==> config.mk <==
export PLATFORM = sky130hd
export DESIGN_NAME = sacc_ram
export DESIGN_NICKNAME = d
export VERILOG_FILES = /design/src/sv/sacc_ram.sv
export SDC_FILE = /design/constraint.sdc
export NUM_CORES = 2
export LEC_CHECK = 0
export ABC_CLOCK_PERIOD_IN_PS = 2200
export BUFFER_PORTS_ARGS = -buffer_cell sky130_fd_sc_hd__buf_2
export CAP_MARGIN = 20
export CORE_MARGIN = 5
export CORE_UTILIZATION = 55
export DETAILED_ROUTE_END_ITERATION = 12
export GPL_ROUTABILITY_DRIVEN = 0
export PLACE_DENSITY = 0.8
export SLEW_MARGIN = 10
export SYNTH_ARGS = -nofsm -noshare
export SYNTH_HDL_FRONTEND = slang
export SYNTH_SLANG_ARGS = --single-unit
==> constraint.sdc <==
create_clock -name clock -period 2.2 [get_ports clock]
set_clock_uncertainty 0.05 [all_clocks]
set_input_delay 0.22 -clock clock [delete_from_list [all_inputs] [get_ports clock]]
set_output_delay 0.22 -clock clock [all_outputs]
set_load 0.02 [all_outputs]
==> src/sv/sacc_ram.sv <==
// generic single-port-write, single-read synchronous ram
// registered read data, no dependencies
module sacc_ram #(
   parameter int WIDTH = 8,
   parameter int DEPTH = 256
) (
   input  logic                     clock,
   input  logic                     wr_en,
   input  logic [$clog2(DEPTH)-1:0] wr_addr,
   input  logic [WIDTH-1:0]         wr_data,
   input  logic [$clog2(DEPTH)-1:0] rd_addr,
   output logic [WIDTH-1:0]         rd_data
);

   logic [WIDTH-1:0] mem [DEPTH];

   // storage and registered read
   always_ff @(posedge clock) begin
      if (wr_en) begin
         mem[wr_addr] <= wr_data;
      end
      rd_data <= mem[rd_addr];
   end

endmodule

==> results.ini <==
[setup_path]
crit_path_max_fanout=1
crit_end=rd_data[2]$_DFF_P_
rr_worst_depth=6
worstPathCellList=mux4_2 -> o211ai_1 -> nand3_1 -> nor4_2 -> buf_4 -> nor4_4
reg2reg_slack_ns=-0.12
r2r_start=mem[48][2]$_DFFE_PP_
critical_path.endpoint_type=flip-flop
cp_num_buf_inv=1
r2r_end=rd_data[2]$_DFF_P_
critPathMaxStageDelay_ns=0.51
critical-path-top-delay-family=simple AND/OR/NAND/NOR gates
arrival_ns=2.99
startpoint=mem[48][2]$_DFFE_PP_
cp_slowest_cell=mux4_2
cp_num_cells=6
start_kind=flip-flop
cp.required_ns=2.86
critPathKind=flip-flop to flip-flop

[yosys]
yosysTopAreaCell=edfxtp_1
synth_edf_count=2048
yosysMostFrequentCell=edfxtp_1
synth_cell_types=55
yosys-top-cells-count=2,048 x edfxtp_1, 454 x mux4_2, 282 x nor2_1, 134 x mux2i_1, 133 x a22oi_1
synth_fp_nets=3759
synth_top_area_frac=0.7730
synth_cells=3733
synth_async_sr_flop_share=0
synth_seq_cells=2056
ys_seq_area_frac=0.7750
avgSynthCellArea_um2=21.31
synth.area.top_cells=edfxtp_1 77%, mux4_2 13%, mux2i_1 1.7%
syn_area_um2=79560
ys_warn_count=0
ys.flop_type=edfxtp_1

[clock_tree]
cts_max_level=4
cts.sinks=2056
cts_tree=done
postCtsSetupBuffers=0
insertion_delay_ns=0.85
clk_pin_slew_ns=0.06
cts-root-buf=clkbuf_16
cts_inserted_buffers=190
max-clock-path-buffers=3

[floorplanning]
core_um2=143700
ios=34
die_w_um=390.3
start_util=0.5538
chipHeight_um=390.3
fp.dieArea_um2=152400
std_cell_rows=139

[drt]
initialDrtViolationCount=7634
num_vias=43750
drtPass1Iterations=8
postRouteAntennaNets=0
viasPerCell=6.706
routed_wl_um=212000
route.detailed.drc=0
avgRoutedWirePerCell_um=32.50

[power_and_ir_drop]
ir_drop_uv=1147
total_power_mw=79.76
p_leak_nw=30.45
powerDensity_nw_per_um2=851.4

[grt]
grt_pass1_vias=44340
grt_start_max_net_pins=94
grt_pass1_wl_um=305000
antenna_found_initial=17
overflow=0
grt_usage=0.2764

[layout]
fin_nets=4490
final_area_um2=93680
area_delta_synth_final_pct=17.75
layout-drive-gt1-share=0.3379

[sta]
clock.fmax_mhz=430.7
fin_ws_ns=-0.1218
setup_viol=6
finalSetupTns_ns=-0.4613
holdWs_ns=0.04093
rsz0062_at_grt=yes
period_needed_ns=2.322
slew_headroom=0.4322
final_hold_viol_count=0
finalMaxSlewViolations=0
worst_pin_slew_ns=0.8516
fin_crit_sh=1.055

[place]
postPlaceCellArea_um2=87260
dp_slack_ns=-1.112
port_buffers=33
dp_hpwl_um=128600

[status]
violations=negative setup slack
status=finished with violations

[job]
maxCapViolCount=0

[worst_hold_path]
worstHoldPathType=primary input to flip-flop

## cell usage in the layout (no fill, tap or decap), drive strengths merged, types with 11 or more instances in the layout
cell / n
o21ai: 12
mux2i: 134
a211oi: 16
mux4: 456
edfxtp: 2048
nand2: 33
nor4: 27
buf: 756
clkbuf: 246
nor2b: 31
nor3: 22
inv: 11
a22oi: 133
o221ai: 47
a21oi: 96
bufinv: 13
nor2: 282
a221oi: 14
clkinv: 71
nand3: 34
o22ai: 28
## cells by family (layout without fill, tap and decap cells)
logic type,after synthesis,after routing,synth area share
AO/OA/AOI/OAI,385,385,0.03419
buffers and inverters,235,1113,0.01831
AND/OR/NAND/NOR,466,466,0.02628
flip-flops,2056,2056,0.7750
multiplexers,591,591,0.1462
other,0,10,0
## through the flow
stage / util / instances
floorplan: - / 3733
global placement: 0.6074 / 6173
detailed placement: 0.6074 / 6173
CTS: 0.6506 / 6515
global route: 0.6520 / 6514
finish: 0.6521 / 6524
## final cells by class
| cell class | instances | area [um^2] |
|---|---|---|
| antenna | 10 | 25.02 |
| clock inverter | 101 | 948.4 |
| sequential | 2056 | 61660 |
| tap | 1903 | 2381 |
| multi-input combinational | 1442 | 16960 |
| timing repair buffer | 772 | 6768 |
| inverter | 2 | 7.507 |
| fill | 8667 | 49970 |
| clock buffer | 238 | 4935 |
## flip-flops by register name (all words and copies together), names as in the netlist
name / flops
mem: 2048
rd_data: 8
## per-layer routing
metal	GRT usage	part of all wire
met4	0.1171	0.051
met1	0.3656	0.33
met5	0	0.00047
met2	0.4384	0.48
met3	0.07905	0.13
## power by group
part | switching, mW | internal (mW) | leakage [nW] | total [mW]
Clock | 14.2 | 17.5 | 2.86 | 31.7
Sequential | 0.0946 | 43.2 | 18.5 | 43.3
Combinational | 2.87 | 1.94 | 9.11 | 4.81
Total | 17.2 | 62.6 | 30.4 | 79.8
## timing repair
action / 4_1_cts / 5_1_grt
setup endpoints to repair: 8 / 8
hold endpoints to repair: 321 / 0
hold buffers: 8 / 0
pin swaps: 19 / 13
gates resized for setup: 52 / 36
## worst min path at each step
stage	start	end	depth (start not counted)
floorplan	wr_data[0]	mem[0][0]$_DFFE_PP_	0
global placement	wr_data[0]	mem[246][0]$_DFFE_PP_	1
detailed placement	wr_data[2]	mem[129][2]$_DFFE_PP_	1
CTS	wr_addr[6]	mem[213][1]$_DFFE_PP_	4
global route	wr_data[6]	mem[109][6]$_DFFE_PP_	1
finish	wr_data[6]	mem[109][6]$_DFFE_PP_	1
No activity file was read; power rests on OpenSTA's default activity.
